**src/adv_service_data_filter_assert.svh**
```systemverilog
// Assertion macros for the advertising service data filter.
// Used by the top level only; no other dependencies.
`ifndef ADV_SERVICE_DATA_FILTER_ASSERT_SVH
`define ADV_SERVICE_DATA_FILTER_ASSERT_SVH
`ifndef SYNTHESIS
`define SDF_ASSERT_IMP(name, clk, rst, ante, cons) \
   name: assert property (@(posedge clk) disable iff (rst) (ante) |-> (cons)) \
      else $error("same-cycle check failed");
`define SDF_ASSERT_NXT(name, clk, rst, ante, cons) \
   name: assert property (@(posedge clk) disable iff (rst) (ante) |=> (cons)) \
      else $error("next-cycle check failed");
`else
`define SDF_ASSERT_IMP(name, clk, rst, ante, cons)
`define SDF_ASSERT_NXT(name, clk, rst, ante, cons)
`endif
`endif

```
**src/adv_sdf_pkg.sv**
```systemverilog
// Shared types and constants for the advertising service data filter.
// No dependencies; used by every module of the block.
package adv_sdf_pkg;

   localparam int unsigned CSR_ADDR_W  = 3;
   localparam int unsigned CSR_DATA_W  = 32;
   localparam int unsigned CAP_BYTES   = 8;

   localparam logic [15:0] UUID_RESET      = 16'hFFF6;
   localparam logic [7:0]  TYPE_SVC_DATA16 = 8'h16;
   localparam logic [7:0]  MIN_LEN_EXCL    = 8'd10;

   // Positions within a structure, counted after its length byte
   localparam logic [7:0] POS_TYPE      = 8'd1;
   localparam logic [7:0] POS_UUID_LO   = 8'd2;
   localparam logic [7:0] POS_UUID_HI   = 8'd3;
   localparam logic [7:0] POS_CAP_FIRST = 8'd4;
   localparam logic [7:0] POS_CAP_LAST  = 8'd11;

   typedef enum logic [0:0] {
      REG_SERVICE_UUID = 1'b0
   } reg_index_type;

   typedef enum logic [1:0] {
      PH_LEN   = 2'd0,
      PH_FIELD = 2'd1,
      PH_STOP  = 2'd2
   } phase_type;

   typedef struct packed {
      logic       take;
      logic       last;
      logic [7:0] data;
   } byte_item_type;

   typedef struct packed {
      logic        found;
      logic [7:0]  opcode;
      logic [15:0] discriminator_version;
      logic [15:0] vendor_id;
      logic [15:0] product_id;
      logic [7:0]  additional_flags;
   } result_type;

endpackage

```
**src/adv_sdf_csr.sv**
```systemverilog
// APB-style register file of the advertising service data filter.
// Depends on adv_sdf_pkg.
module adv_sdf_csr (
   input  logic                                 clock,
   input  logic                                 reset,
   input  logic                                 psel,
   input  logic                                 penable,
   input  logic                                 pwrite,
   input  logic [adv_sdf_pkg::CSR_ADDR_W-1:0]   paddr,
   input  logic [adv_sdf_pkg::CSR_DATA_W-1:0]   pwdata,
   output logic [adv_sdf_pkg::CSR_DATA_W-1:0]   prdata,
   output logic                                 pready,
   output logic [15:0]                          service_uuid
);

   logic [15:0]                 uuid_ff;
   logic [15:0]                 uuid_in;
   adv_sdf_pkg::reg_index_type  reg_index;
   logic                        wr_en;

   assign reg_index = adv_sdf_pkg::reg_index_type'(paddr[2]);
   assign wr_en     = psel && penable && pwrite;
   assign pready    = 1'b1;

   always_comb begin
      uuid_in = uuid_ff;
      prdata  = '0;
      case (reg_index)
         adv_sdf_pkg::REG_SERVICE_UUID: begin
            prdata = {{(adv_sdf_pkg::CSR_DATA_W - 16){1'b0}}, uuid_ff};
            if (wr_en) begin
               uuid_in = pwdata[15:0];
            end
         end
         default: begin
            prdata = '0;
         end
      endcase
   end

   always_ff @(posedge clock) begin
      if (reset) begin
         uuid_ff <= adv_sdf_pkg::UUID_RESET;
      end else begin
         uuid_ff <= uuid_in;
      end
   end

   assign service_uuid = uuid_ff;

endmodule

```
**src/adv_sdf_parser.sv**
```systemverilog
// Length-type-value walker and capture registers of the service data filter.
// Depends on adv_sdf_pkg.
module adv_sdf_parser (
   input  logic                        clock,
   input  logic                        reset,
   input  adv_sdf_pkg::byte_item_type  item,
   input  logic [15:0]                 service_uuid,
   output adv_sdf_pkg::result_type     result
);

   localparam int unsigned LANE_W = $clog2(adv_sdf_pkg::CAP_BYTES);

   adv_sdf_pkg::phase_type                  phase_ff, phase_in;
   logic [7:0]                              len_ff, len_in;
   logic [7:0]                              pos_ff, pos_in;
   logic                                    match_ff, match_in;
   logic                                    found_ff, found_in;
   logic [adv_sdf_pkg::CAP_BYTES-1:0][7:0]  pend_ff, pend_in;
   logic [adv_sdf_pkg::CAP_BYTES-1:0][7:0]  commit_ff, commit_in;
   logic [adv_sdf_pkg::CAP_BYTES-1:0][7:0]  cap;
   logic [7:0]                              pos_inc;
   logic [7:0]                              cap_off;
   logic [LANE_W-1:0]                       lane;

   assign pos_inc = pos_ff + 8'd1;
   assign cap_off = pos_inc - adv_sdf_pkg::POS_CAP_FIRST;
   assign lane    = cap_off[LANE_W-1:0];

   always_comb begin
      phase_in  = phase_ff;
      len_in    = len_ff;
      pos_in    = pos_ff;
      match_in  = match_ff;
      found_in  = found_ff;
      pend_in   = pend_ff;
      commit_in = commit_ff;
      if (item.take) begin
         case (phase_ff)
            adv_sdf_pkg::PH_LEN: begin
               if (item.data == 8'd0) begin
                  phase_in = adv_sdf_pkg::PH_STOP;
               end else begin
                  len_in   = item.data;
                  pos_in   = 8'd0;
                  match_in = (item.data > adv_sdf_pkg::MIN_LEN_EXCL);
                  phase_in = adv_sdf_pkg::PH_FIELD;
               end
            end
            adv_sdf_pkg::PH_FIELD: begin
               pos_in = pos_inc;
               if (pos_inc == adv_sdf_pkg::POS_TYPE) begin
                  match_in = match_ff && (item.data == adv_sdf_pkg::TYPE_SVC_DATA16);
               end else if (pos_inc == adv_sdf_pkg::POS_UUID_LO) begin
                  match_in = match_ff && (item.data == service_uuid[7:0]);
               end else if (pos_inc == adv_sdf_pkg::POS_UUID_HI) begin
                  match_in = match_ff && (item.data == service_uuid[15:8]);
               end else if ((pos_inc >= adv_sdf_pkg::POS_CAP_FIRST) &&
                            (pos_inc <= adv_sdf_pkg::POS_CAP_LAST)) begin
                  pend_in[lane] = item.data;
               end
               // Structure complete: commit a match, else go on to the next one
               if (pos_inc == len_ff) begin
                  if (match_in) begin
                     commit_in = pend_in;
                     found_in  = 1'b1;
                     phase_in  = adv_sdf_pkg::PH_STOP;
                  end else begin
                     phase_in  = adv_sdf_pkg::PH_LEN;
                  end
               end
            end
            default: begin
               phase_in = phase_ff;
            end
         endcase
      end

      // Result reflects this byte; clear the walk after the last byte
      cap = found_in ? commit_in : '0;
      result.found                 = found_in;
      result.opcode                = cap[0];
      result.discriminator_version = {cap[2], cap[1]};
      result.vendor_id             = {cap[4], cap[3]};
      result.product_id            = {cap[6], cap[5]};
      result.additional_flags      = cap[7];

      if (item.take && item.last) begin
         phase_in = adv_sdf_pkg::PH_LEN;
         len_in   = 8'd0;
         pos_in   = 8'd0;
         match_in = 1'b0;
         found_in = 1'b0;
      end
   end

   always_ff @(posedge clock) begin
      if (reset) begin
         phase_ff <= adv_sdf_pkg::PH_LEN;
         len_ff   <= 8'd0;
         pos_ff   <= 8'd0;
         match_ff <= 1'b0;
         found_ff <= 1'b0;
      end else begin
         phase_ff <= phase_in;
         len_ff   <= len_in;
         pos_ff   <= pos_in;
         match_ff <= match_in;
         found_ff <= found_in;
      end
   end

   always_ff @(posedge clock) begin
      pend_ff   <= pend_in;
      commit_ff <= commit_in;
   end

endmodule

```
**src/adv_service_data_filter.sv**
```systemverilog
// Flow: an accepted request is registered in the input register, then parsed from there;
//   a last-byte request passes through the parser into the result register shown on rsp_.
// Throughput: one payload byte per cycle, set by the single parse stage; only a
//   last-byte request waits, and only while an earlier result is not yet taken.
// Reset: synchronous, active high; clears the walk, the valid flags and sets
//   service_uuid to 0xFFF6. No clearing pass is needed.
module adv_service_data_filter (
   input  logic                                 clock,
   input  logic                                 reset,
   // Byte requests
   input  logic                                 req_valid,
   output logic                                 req_ready,
   input  logic [7:0]                           req_adv_byte,
   input  logic                                 req_last_byte,
   input  logic [47:0]                          req_peer_address,
   input  logic [1:0]                           req_peer_address_type,
   // Results
   output logic                                 rsp_valid,
   input  logic                                 rsp_ready,
   output logic                                 rsp_found,
   output logic [7:0]                           rsp_opcode,
   output logic [15:0]                          rsp_discriminator_version,
   output logic [15:0]                          rsp_vendor_id,
   output logic [15:0]                          rsp_product_id,
   output logic [7:0]                           rsp_additional_flags,
   output logic [47:0]                          rsp_reported_address,
   output logic [1:0]                           rsp_reported_address_type,
   // Configuration
   input  logic                                 psel,
   input  logic                                 penable,
   input  logic                                 pwrite,
   input  logic [adv_sdf_pkg::CSR_ADDR_W-1:0]   paddr,
   input  logic [adv_sdf_pkg::CSR_DATA_W-1:0]   pwdata,
   output logic [adv_sdf_pkg::CSR_DATA_W-1:0]   prdata,
   output logic                                 pready
);

`include "adv_service_data_filter_assert.svh"

   // Input register: holds one accepted request until the parser takes it
   logic                        stage_valid_ff, stage_valid_in;
   logic [7:0]                  stage_byte_ff;
   logic                        stage_last_ff;
   logic [47:0]                 stage_addr_ff;
   logic [1:0]                  stage_atype_ff;

   // Result register
   logic                        rsp_valid_ff, rsp_valid_in;
   adv_sdf_pkg::result_type     rsp_result_ff;
   logic [47:0]                 rsp_addr_ff;
   logic [1:0]                  rsp_atype_ff;

   logic                        req_take;
   logic                        stage_take;
   logic                        out_free;
   logic                        capture_zero;
   logic [15:0]                 service_uuid;
   adv_sdf_pkg::byte_item_type  item;
   adv_sdf_pkg::result_type     result;

   adv_sdf_csr u_csr (
      .clock        (clock),
      .reset        (reset),
      .psel         (psel),
      .penable      (penable),
      .pwrite       (pwrite),
      .paddr        (paddr),
      .pwdata       (pwdata),
      .prdata       (prdata),
      .pready       (pready),
      .service_uuid (service_uuid)
   );

   // Non-last bytes never touch the result register, so they advance freely;
   // a last byte advances only when the result slot is empty or draining.
   assign out_free   = !rsp_valid_ff || rsp_ready;
   assign stage_take = stage_valid_ff && (!stage_last_ff || out_free);
   assign req_ready  = !stage_valid_ff || stage_take;
   assign req_take   = req_valid && req_ready;

   assign item.take = stage_take;
   assign item.last = stage_last_ff;
   assign item.data = stage_byte_ff;

   adv_sdf_parser u_parser (
      .clock        (clock),
      .reset        (reset),
      .item         (item),
      .service_uuid (service_uuid),
      .result       (result)
   );

   always_comb begin
      stage_valid_in = stage_valid_ff;
      if (stage_take) begin
         stage_valid_in = 1'b0;
      end
      if (req_take) begin
         stage_valid_in = 1'b1;
      end
   end

   always_comb begin
      rsp_valid_in = rsp_valid_ff;
      if (rsp_valid_ff && rsp_ready) begin
         rsp_valid_in = 1'b0;
      end
      if (stage_take && stage_last_ff) begin
         rsp_valid_in = 1'b1;
      end
   end

   always_ff @(posedge clock) begin
      if (reset) begin
         stage_valid_ff <= 1'b0;
         rsp_valid_ff   <= 1'b0;
      end else begin
         stage_valid_ff <= stage_valid_in;
         rsp_valid_ff   <= rsp_valid_in;
      end
   end

   // Load the input register on accept; hold otherwise
   always_ff @(posedge clock) begin
      if (req_take) begin
         stage_byte_ff  <= req_adv_byte;
         stage_last_ff  <= req_last_byte;
         stage_addr_ff  <= req_peer_address;
         stage_atype_ff <= req_peer_address_type;
      end
   end

   // Load the result register when a last byte leaves the parser
   always_ff @(posedge clock) begin
      if (stage_take && stage_last_ff) begin
         rsp_result_ff <= result;
         rsp_addr_ff   <= stage_addr_ff;
         rsp_atype_ff  <= stage_atype_ff;
      end
   end

   assign rsp_valid                 = rsp_valid_ff;
   assign rsp_found                 = rsp_result_ff.found;
   assign rsp_opcode                = rsp_result_ff.opcode;
   assign rsp_discriminator_version = rsp_result_ff.discriminator_version;
   assign rsp_vendor_id             = rsp_result_ff.vendor_id;
   assign rsp_product_id            = rsp_result_ff.product_id;
   assign rsp_additional_flags      = rsp_result_ff.additional_flags;
   assign rsp_reported_address      = rsp_addr_ff;
   assign rsp_reported_address_type = rsp_atype_ff;

   // Opcode, vendor ID, product ID and flags of the held result are all zero
   assign capture_zero = (rsp_result_ff.opcode == 8'd0) &&
                         (rsp_result_ff.vendor_id == 16'd0) &&
                         (rsp_result_ff.product_id == 16'd0) &&
                         (rsp_result_ff.additional_flags == 8'd0);

   // A last byte that leaves the parser must show up as a result
   `SDF_ASSERT_NXT(a_last_gives_result, clock, reset, stage_take && stage_last_ff, rsp_valid_ff)
   // Ready with a full input register only when that register drains now
   `SDF_ASSERT_IMP(a_ready_drains_stage, clock, reset, req_ready && stage_valid_ff, stage_take)
   // A result without a match carries zero opcode, vendor ID, product ID and flags
   `SDF_ASSERT_IMP(a_no_match_zero, clock, reset, rsp_valid_ff && !rsp_result_ff.found, capture_zero)

endmodule

```
**config.mk**
```make
export PLATFORM = sky130hd
export DESIGN_NAME = adv_service_data_filter
export DESIGN_NICKNAME = d
export VERILOG_FILES = /design/src/adv_sdf_pkg.sv /design/src/adv_sdf_csr.sv /design/src/adv_sdf_parser.sv /design/src/adv_service_data_filter.sv
export VERILOG_INCLUDE_DIRS = /design/src /design/src/src
export SDC_FILE = /design/constraint.sdc
export NUM_CORES = 1
export LEC_CHECK = 0
export BUFFER_PORTS_ARGS = -buffer_cell sky130_fd_sc_hd__buf_2
export CAP_MARGIN = 20
export CORE_MARGIN = 10
export CORE_UTILIZATION = 49
export DETAILED_ROUTE_END_ITERATION = 10
export PLACE_DENSITY_LB_ADDON = 0.3
export SLEW_MARGIN = 20
export SYNTH_ARGS = -nofsm -noshare
export SYNTH_HDL_FRONTEND = slang
export SYNTH_SLANG_ARGS = --single-unit
```
**constraint.sdc**
```tcl
create_clock -name clock -period 10.6 [get_ports clock]
set_input_delay 2.12 -clock clock [delete_from_list [all_inputs] [get_ports clock]]
set_output_delay 2.12 -clock clock [all_outputs]
set_load 0.05 [all_outputs]
```
==> flow_summary.json, run 1 <==
{
  "nets": 1312,
  "min_period_ns": 5.14,
  "clkLatencyLatePin_ns": 0.51,
  "worstPathCellList": "buf_2, nor2b_1, nand3_1, buf_2",
  "p_total_w": 0.00283,
  "synth-warning-count": 0,
  "synth.avg_cell_area_um2": 13.8,
  "holdPathEnd": "rsp_reported_address[3]",
  "synth-async-reset-ratio_pct": 0,
  "clk_pin_slew_ns": 0.06,
  "grt_pass1_wl_um": 46200,
  "cap_violations": 0,
  "max_stage_delay_ns": 0.38,
  "die_x_um": 188,
  "netlist_area_um2": 13800,
  "viasPerCell": 4.96,
  "die_h_um": 188,
  "antennaDiodeCount": 0,
  "port_buffers": 215,
  "min_period_over_period_pct": 48.5,
  "grt_usage_pct": 16.3,
  "fin_skew_ns": 0.0198,
  "path_buf_inv": 2,
  "drive_gt1_share_pct": 28.9,
  "antenna_found_initial": 3,
  "dieArea_um2": 35200,
  "layout_common_cells": "edfxtp_1, buf_2, mux2i_1",
  "synth_top_area_cell": "edfxtp_1",
  "hold_path_depth": 0,
  "clock_sinks": 340,
  "core_area_um2": 27800,
  "r2r-start": "u_parser.pos_ff[0]",
  "final_max_slew_viol_count": 0,
  "area_delta_synth_final_pct": 18.0,
  "ys_top_cells_by_area": "edfxtp_1, dfxtp_1, mux2i_1",
  "hold_start": "stage_addr_ff[3]",
  "crit_slowest_cell": "nor2b_1",
  "tightest_slew_ns": 1.07,
  "root_buffer": "clkbuf_16",
  "synth_flop_cell": "edfxtp_1",
  "r2r-end": "rsp_product_id[2]",
  "post_cts_buffers": 0,
  "clockBufferDepth": 3,
  "path_common_cell": "buf_2",
  "grt-ovfl-total": 0,
  "cts-buffers-inserted": 36,
  "netlist_instances": 999,
  "initial_core_util_pct": 49.6,
  "cp_max_fo": 4,
  "dr.pass1.iters": 5,
  "r2r_slack_ns": 6.01,
  "fmax_ghz": 0.194,
  "synth_cell_types": 52,
  "crit_type": "input port to primary output",
  "hpwl_um": 19500,
  "ir_drop_uv": 154,
  "wirelength_um": 29500,
  "synth_top_area_share_pct": 51.9,
  "cp-end-kind": "primary output",
  "critPathTopFamily": "simple AND/OR/NAND/NOR gates",
  "required_ns": 8.48,
  "pin_count": 251,
  "hold_buffers": 0,
  "ys_seq_area_share_pct": 66.7,
  "hold_class": "flip-flop to flip-flop",
  "setup-violations-final": 0,
  "first_global_vias": 8197,
  "finalHoldViolCount": 0,
  "p_per_area_nw_per_um2": 174,
  "crit_arrival_ns": 3.02,
  "cts_tree": "built",
  "drc": 0,
  "rows": 61,
  "synth_seq_cells": 340,
  "wl_per_cell_um": 18.3,
  "r2r_cells": 8,
  "startpoint_type": "input port",
  "ant_nets": 0,
  "rsz0062_at_grt": "false",
  "first_iter_violations": 484,
  "fin_setup_tns_ns": 0,
  "place_congestion": 0.814,
  "layout_commonest_cell": "edfxtp_1",
  "p_leak_nw": 7.10,
  "grt_max_degree": 82,
  "max_slew_margin_pct": 28.9,
  "status": "finished clean",
  "cts_resized": 0,
  "synth_edf_count": 238,
  "cts_max_level": 2,
  "vias": 7993
}
## worst max path at each step
| stage | cells after the start | slack (ns) | to | from |
|---|---|---|---|---|
| finish | 4 | 5.46 | req_ready | rsp_ready |
| global route | 4 | 5.39 | req_ready | rsp_ready |
| CTS | 4 | 5.45 | req_ready | rsp_ready |
| detailed placement | 4 | 5.45 | req_ready | rsp_ready |
| global placement | 4 | 5.48 | req_ready | rsp_ready |
| floorplan | 6 | 2.42 | u_parser.phase_ff[1] | rsp_ready |
## Yosys cell counts, drive strengths merged, types with 12 or more instances
cell	count
edfxtp	238
mux2i	125
dfxtp	102
inv	89
nand2	87
mux2	72
buf	38
clkbuf	28
and2	26
nor2	24
a21oi	22
xnor2	22
nand3b	20
nor2b	19
o21ai	12
## worst register-to-register path, stage by stage (launching register included)
cell,delay (ns)
dfxtp_1,0.65
ha_1,0.62
and3_1,0.29
a21oi_1,0.09
o21a_1,0.28
a2111oi_0,0.54
or4_4,0.68
buf_4,0.73
mux2_2,0.47
## metal layers
| metal | vias up | GRT usage [%] | routed length [um] |
|---|---|---|---|
| met4 | 6 | 4.25 | 496 |
| met2 | 207 | 28.4 | 14800 |
| met1 | 3848 | 18.7 | 11800 |
| met3 | 38 | 5.88 | 2420 |
| met5 | - | 0 | 34 |
| li1 | 3894 | - | - |
## flip-flops by register name, indices dropped and copies added (netlist names)
register                   flops
u_parser.commit_ff            64
u_parser.pend_ff              64
rsp_reported_address          48
stage_addr_ff                 48
rsp_discriminator_version     16
rsp_product_id                16
rsp_vendor_id                 16
u_csr.service_uuid            16
rsp_additional_flags           8
rsp_opcode                     8
stage_byte_ff                  8
u_parser.len_ff                8
u_parser.pos_ff                8
rsp_reported_address_type      2
stage_atype_ff                 2
u_parser.phase_ff              2
rsp_found                      1
rsp_valid                      1
stage_last_ff                  1
stage_valid_ff                 1
u_parser.found_ff              1
u_parser.match_ff              1
## area by class of cell
cell class              instances  area, um2
fillers                      2299      11500
well taps                     378        473
repair buffers                221       1120
inverters                      89        334
flip-flops and latches        340       9190
multi-input cells             519       3970
clock inverters                 8       81.3
clock buffers                  57       1080
## through the flow
step / std cells / worst slack, ns / cell area [um2] / utilization (%) / hold WS (ns)
floorplan: 1014 / 2.42 / 13800 / - / 0.400
global placement: 1547 / 5.48 / 15100 / 54.3 / 0.400
detailed placement: 1547 / 5.45 / 15100 / 54.3 / 0.405
CTS: 1612 / 5.45 / 16300 / 58.5 / 0.417
global route: 1612 / 5.39 / 16300 / 58.5 / 0.421
finish: 1612 / 5.46 / 16300 / 58.5 / 0.418
## where the power goes
group          leakage, nW  internal [W]  total (W)  switching, W
sequential            2.92       0.00145    0.00147     0.0000221
clock                0.567      0.000728    0.00122      0.000492
combinational         3.62     0.0000352   0.000143      0.000108
## cells by family after synthesis
logic type	synth area share (%)
XOR/XNOR	1.65
AO/OA/AOI/OAI	2.36
flip-flops	66.7
other	0.0545
multiplexers	15.5
adder cells (fa/ha/maj)	0.364
buffers and inverters	5.02
AND/OR/NAND/NOR	8.34
Power figures use the tool's default switching activity.
==> run 2, diff against run 1 <==
- clock period: 10.6 -> 5.2 ns (I/O delays scaled with it)
==> flow_summary.json, run 2 (synthesis gave the netlist of run 1 again) <==
{
  "status": "finished clean",
  "fmax_ghz": 0.241,
  "r2r_slack_ns": 1.05,
  "cp_max_fo": 76,
  "antenna_found_initial": 4,
  "layout_common_cells": "edfxtp_1, buf_2, mux2i_1",
  "first_iter_violations": 486,
  "rows": 61,
  "place_congestion": 0.810,
  "startpoint": "u_parser.pos_ff[0]",
  "required_ns": 5.43,
  "finalHoldViolCount": 0,
  "hold_start": "stage_addr_ff[12]",
  "r2r_cells": 8,
  "min_period_ns": 4.15,
  "fin_setup_tns_ns": 0,
  "cts-buffers-inserted": 36,
  "cts_resized": 0,
  "hold_class": "flip-flop to flip-flop",
  "die_x_um": 188,
  "post_cts_buffers": 0,
  "startpoint_type": "flip-flop",
  "wl_per_cell_um": 18.0,
  "p_leak_nw": 7.12,
  "die_h_um": 188,
  "p_per_area_nw_per_um2": 356,
  "grt_max_degree": 77,
  "cp-end-kind": "flip-flop",
  "cts_tree": "built",
  "hpwl_um": 19400,
  "dr.pass1.iters": 5,
  "area_delta_synth_final_pct": 18.4,
  "grt-ovfl-total": 0,
  "cts_max_level": 2,
  "min_period_over_period_pct": 79.9,
  "tightest_slew_ns": 0.915,
  "r2r-start": "u_parser.pos_ff[0]",
  "place_area_um2": 15100,
  "cap_violations": 0,
  "root_buffer": "clkbuf_16",
  "ant_nets": 0,
  "nets": 1315,
  "clock_sinks": 340,
  "drc": 0,
  "pin_count": 251,
  "final_max_slew_viol_count": 0,
  "crit_arrival_ns": 4.38,
  "clk_pin_slew_ns": 0.06,
  "final_cell_area_um2": 16300,
  "hold_buffers": 0,
  "port_buffers": 215,
  "setup-violations-final": 0,
  "rsz0062_at_grt": "false",
  "layout_commonest_cell": "edfxtp_1",
  "grt_usage_pct": 16.2,
  "r2r-end": "rsp_vendor_id[4]",
  "initial_core_util_pct": 49.6,
  "fin_skew_ns": 0.0286,
  "viasPerCell": 4.98,
  "grt_pass1_wl_um": 46100,
  "max_slew_margin_pct": 38.7,
  "drive_gt1_share_pct": 29.3,
  "wirelength_um": 29100,
  "clockBufferDepth": 3,
  "crit_type": "flip-flop to flip-flop",
  "vias": 8058,
  "first_global_vias": 8340,
  "ir_drop_uv": 349,
  "clkLatencyLatePin_ns": 0.53,
  "reg.largest.list": "u_parser.commit_ff x64, u_parser.pend_ff x64",
  "hold_path_depth": 0,
  "dieArea_um2": 35200,
  "core_area_um2": 27800,
  "holdPathEnd": "rsp_reported_address[12]"
}
-- run 2: cell types whose count changed in the layout (fill, tap and decap cells not counted) --
cell and change:
clkinv_4 -1, clkbuf_16 -2, diode_2 +4, clkbuf_8 -3, clkinv_16 +1, clkinv_1 +3, clkinv_8 -1, bufinv_16 +2
clkinv_2 +4, clkinvlp_4 +2, buf_4 +2, clkbuf_1 -6, buf_12 +1, inv_6 +1
-- run 2: final cells by class --
cell class / instances / area (um2)
Timing Repair Buffer: 224 / 1160
Clock inverter: 19 / 201
Antenna cell: 4 / 10.0
Clock buffer: 46 / 968
Inverter: 89 / 334
Tap cell: 378 / 473
Sequential cell: 340 / 9190
Multi-Input combinational cell: 519 / 3970
Fill cell: 2219 / 11500
-- run 2: how the worst max path moves through the flow --
| stage | endpoint |
|---|---|
| 6_report | rsp_vendor_id[4] |
| 5_1_grt | rsp_opcode[1] |
| 4_1_cts | rsp_vendor_id[4] |
| 3_5_place_dp | rsp_opcode[1] |
| 3_3_place_gp | rsp_opcode[1] |
| 2_1_floorplan | u_parser.phase_ff[1] |
-- run 2: metal layers --
layer | wire length (um) | up-vias | global-route usage (%) | part of all wire, %
met5 | 0 | - | 0 | 0
met4 | 795 | 0 | 5.75 | 2.7
met3 | 2510 | 55 | 6.20 | 8.6
met2 | 14400 | 231 | 27.3 | 49
met1 | 11500 | 3871 | 18.4 | 39
li1 | - | 3901 | - | -
-- run 2: report_power, final --
group          internal (W)  switching [W]  leakage (nW)
clock               0.00148        0.00103         0.568
sequential          0.00295      0.0000437          2.92
combinational     0.0000724       0.000220          3.64
total               0.00450        0.00129          7.12
-- run 2: through the flow --
step                      total power, W  util [%]  std cells  setup slack, ns  hold WS [ns]
after floorplan                  0.00326         -       1014            0.111         0.400
after global placement           0.00334      54.4       1550             1.18         0.401
after detailed placement         0.00335      54.4       1550             1.06         0.405
after CTS                        0.00586      58.7       1615             1.04         0.416
after global routing             0.00598      58.7       1618            0.758         0.420
final                            0.00580      58.7       1619             1.05         0.411
-- run 2: worst max-delay path, cell delays in order (launching register included) --
cell	delay (ns)
dfxtp_1	0.62
ha_1	0.60
and3_1	0.28
a21oi_1	0.09
o21a_1	0.28
a2111oi_0	0.68
or4_4	0.58
buf_12	0.47
mux2i_1	0.17
==> run 3, diff against run 2 <==
- ABC_AREA: unset -> 1
- clock period: 5.2 -> 3.45 ns (I/O delays scaled with it)
==> flow_summary.json, run 3 <==
{
  "ir_drop_uv": 499,
  "grt-ovfl-total": 0,
  "hpwl_um": 21800,
  "nets": 1826,
  "final_max_slew_viol_count": 0,
  "synth_top_family_by_area": "simple AND/OR/NAND/NOR gates",
  "synth_top_area_cell": "edfxtp_1",
  "fmax_ghz": 0.340,
  "cts_resized": 0,
  "synth_seq_cells": 340,
  "post_cts_buffers": 0,
  "die_x_um": 191,
  "synth_compound_area_share_pct": 4.44,
  "status": "finished clean",
  "synth_top_area_share_pct": 49.6,
  "drive_gt1_share_pct": 18.0,
  "seqPwrFrac_pct": 49.6,
  "min_period_ns": 2.94,
  "synthAdderAreaFrac_pct": 0.347,
  "place_congestion": 0.823,
  "ys_seq_area_share_pct": 63.8,
  "wirelength_um": 32400,
  "netlist_area_um2": 14400,
  "rsz0062_at_grt": "false",
  "finalHoldViolCount": 0,
  "ys_top_cells_by_area": "edfxtp_1, dfxtp_1, nand2_1",
  "synthMuxAreaShare_pct": 0,
  "vias": 10400,
  "dr.pass1.iters": 6,
  "synth.avg_cell_area_um2": 9.47,
  "min_period_over_period_pct": 85.2,
  "hold-worst-slack_ns": 0.348,
  "clkLatencyLatePin_ns": 0.52,
  "power_switching_share_pct": 22.0,
  "first_global_vias": 10200,
  "layout_common_cells": "nand2_1, inv_1, edfxtp_1",
  "root_buffer": "clkbuf_16",
  "cts_max_level": 2,
  "grt_usage_pct": 17.6,
  "synth-async-reset-ratio_pct": 0,
  "critPathTopFamily": "simple AND/OR/NAND/NOR gates",
  "p_clk_share_pct": 44.6,
  "dieArea_um2": 36700,
  "setup-violations-final": 0,
  "core_area_um2": 28900,
  "antenna_found_initial": 2,
  "synth_flop_cell": "edfxtp_1",
  "initial_core_util_pct": 49.9,
  "p_sw_w": 0.00200,
  "rows": 62,
  "cp_max_fo": 64,
  "cap_violations": 0,
  "crit_arrival_ns": 3.20,
  "startpoint_type": "flip-flop",
  "required_ns": 3.71,
  "grt_max_degree": 72,
  "synth_edf_count": 238,
  "tightest_slew_ns": 0.968,
  "crit_type": "flip-flop to flip-flop",
  "cts-buffers-inserted": 36,
  "drc": 0,
  "clk_pin_slew_ns": 0.06,
  "fin_setup_tns_ns": 0,
  "layout_commonest_cell": "nand2_1",
  "path_common_cell": "nand2_1",
  "antennaDiodeCount": 0,
  "grt_pass1_wl_um": 52600,
  "first_iter_violations": 658,
  "internal-power_w": 0.00709,
  "synth-warning-count": 0,
  "clock_sinks": 340,
  "cp-end-kind": "flip-flop",
  "die_h_um": 191,
  "worstPathCellList": "ha_1, nand2_2, nor2_2, nand3_1, nand2_1, nand2_1, nor2_4, nand2_1, nand2_1, nand2_2, nand3_2, buf_4, nand2_1, nand2_1, nor2_1",
  "synth_cell_types": 32,
  "p_total_w": 0.00909,
  "p_per_area_nw_per_um2": 534,
  "pin_count": 251,
  "viasPerCell": 4.89,
  "max_stage_delay_ns": 0.55,
  "ant_nets": 0,
  "fin_skew_ns": 0.0130,
  "hold_class": "input port to flip-flop",
  "synthXorXnorAreaFrac_pct": 0.729,
  "cts_tree": "built",
  "pwr-share-comb_pct": 5.8,
  "crit_slowest_cell": "buf_4",
  "synthTopCellsByCount": "nand2_1, inv_1, edfxtp_1",
  "reg.largest.list": "u_parser.commit_ff x64, u_parser.pend_ff x64",
  "clockBufferDepth": 3,
  "yosys.area_share.simple_pct": 20.4,
  "port_buffers": 215,
  "synth.most_common_cell": "nand2_1",
  "hold_buffers": 0,
  "wl_per_cell_um": 15.2,
  "p_leak_nw": 8.06,
  "max_slew_margin_pct": 35.4,
  "netlist_instances": 1521,
  "path_buf_inv": 1,
  "area_delta_synth_final_pct": 18.1
}
==> run 3: cell count changes in the layout (fill, tap and decap cells not counted), sizes merged, moves of 12 or more <==
cell,before,now
and2,26,0
buf,224,239
inv,91,255
mux2,72,0
mux2i,125,0
nand2,87,430
nand3,5,85
nand3b,20,0
nand4,8,67
nor2,24,115
nor2b,19,0
o211ai,0,15
o21ai,12,77
xnor2,22,10
==> run 3: cell families after synthesis <==
| logic type | count (synthesis) |
|---|---|
| other | 2 |
| AOI/OAI and AO/OA | 116 |
| buffers and inverters | 347 |
| adders and majority gates | 4 |
| xor gates and xnor gates | 12 |
| and+or+nand+nor | 700 |
| DFF | 340 |
==> run 3: power groups by stage <==
stage | clock (W) | combinational (W) | sequential, W
detailed placement | 0 | 0.000525 | 0.00459
floorplan | 0 | 0.000257 | 0.00471
global route | 0.00431 | 0.000567 | 0.00451
CTS | 0.00413 | 0.000527 | 0.00451
finish | 0.00406 | 0.000524 | 0.00451
global placement | 0 | 0.000518 | 0.00459
==> run 3: final cells by class <==
| cell class | instances | area, um2 |
|---|---|---|
| clock buffer | 42 | 986 |
| clock inverter | 21 | 275 |
| fill | 2496 | 11800 |
| inverter | 255 | 961 |
| multi-input combinational | 849 | 3820 |
| sequential | 340 | 9190 |
| tap | 384 | 480 |
| timing repair buffer | 239 | 1310 |
==> run 3: through the flow <==
stage	cells	util (%)	setup slack (ns)	area, um2
5_1_grt	2130	59.0	0.261	17000
6_report	2130	59.0	0.511	17000
3_5_place_dp	2067	54.6	0.548	15800
2_1_floorplan	1536	-	0.152	14500
3_3_place_gp	2067	54.6	0.611	15800
4_1_cts	2130	59.0	0.540	17000
==> run 3: path summary, 6_finish.rpt <==
check	startpoint	to	slack [ns]	cells after the start
setup / recovery	u_parser.pos_ff[1]	rsp_vendor_id[8]	0.51	15
hold / removal	req_peer_address[26]	stage_addr_ff[26]	0.35	1
setup reg to reg	u_parser.pos_ff[1]	rsp_vendor_id[8]	0.51	15
hold reg to reg	stage_addr_ff[19]	rsp_reported_address[19]	0.41	0
==> run 3: layer usage <==
layer | up-vias | wire [um] | part of all wire [%] | track usage (%)
met5 | - | 7 | 0.022 | 0
met3 | 58 | 4150 | 13 | 8.45
met1 | 4676 | 13100 | 40 | 21.0
li1 | 5273 | - | - | -
met2 | 410 | 14500 | 45 | 27.7
met4 | 2 | 756 | 2.3 | 5.26
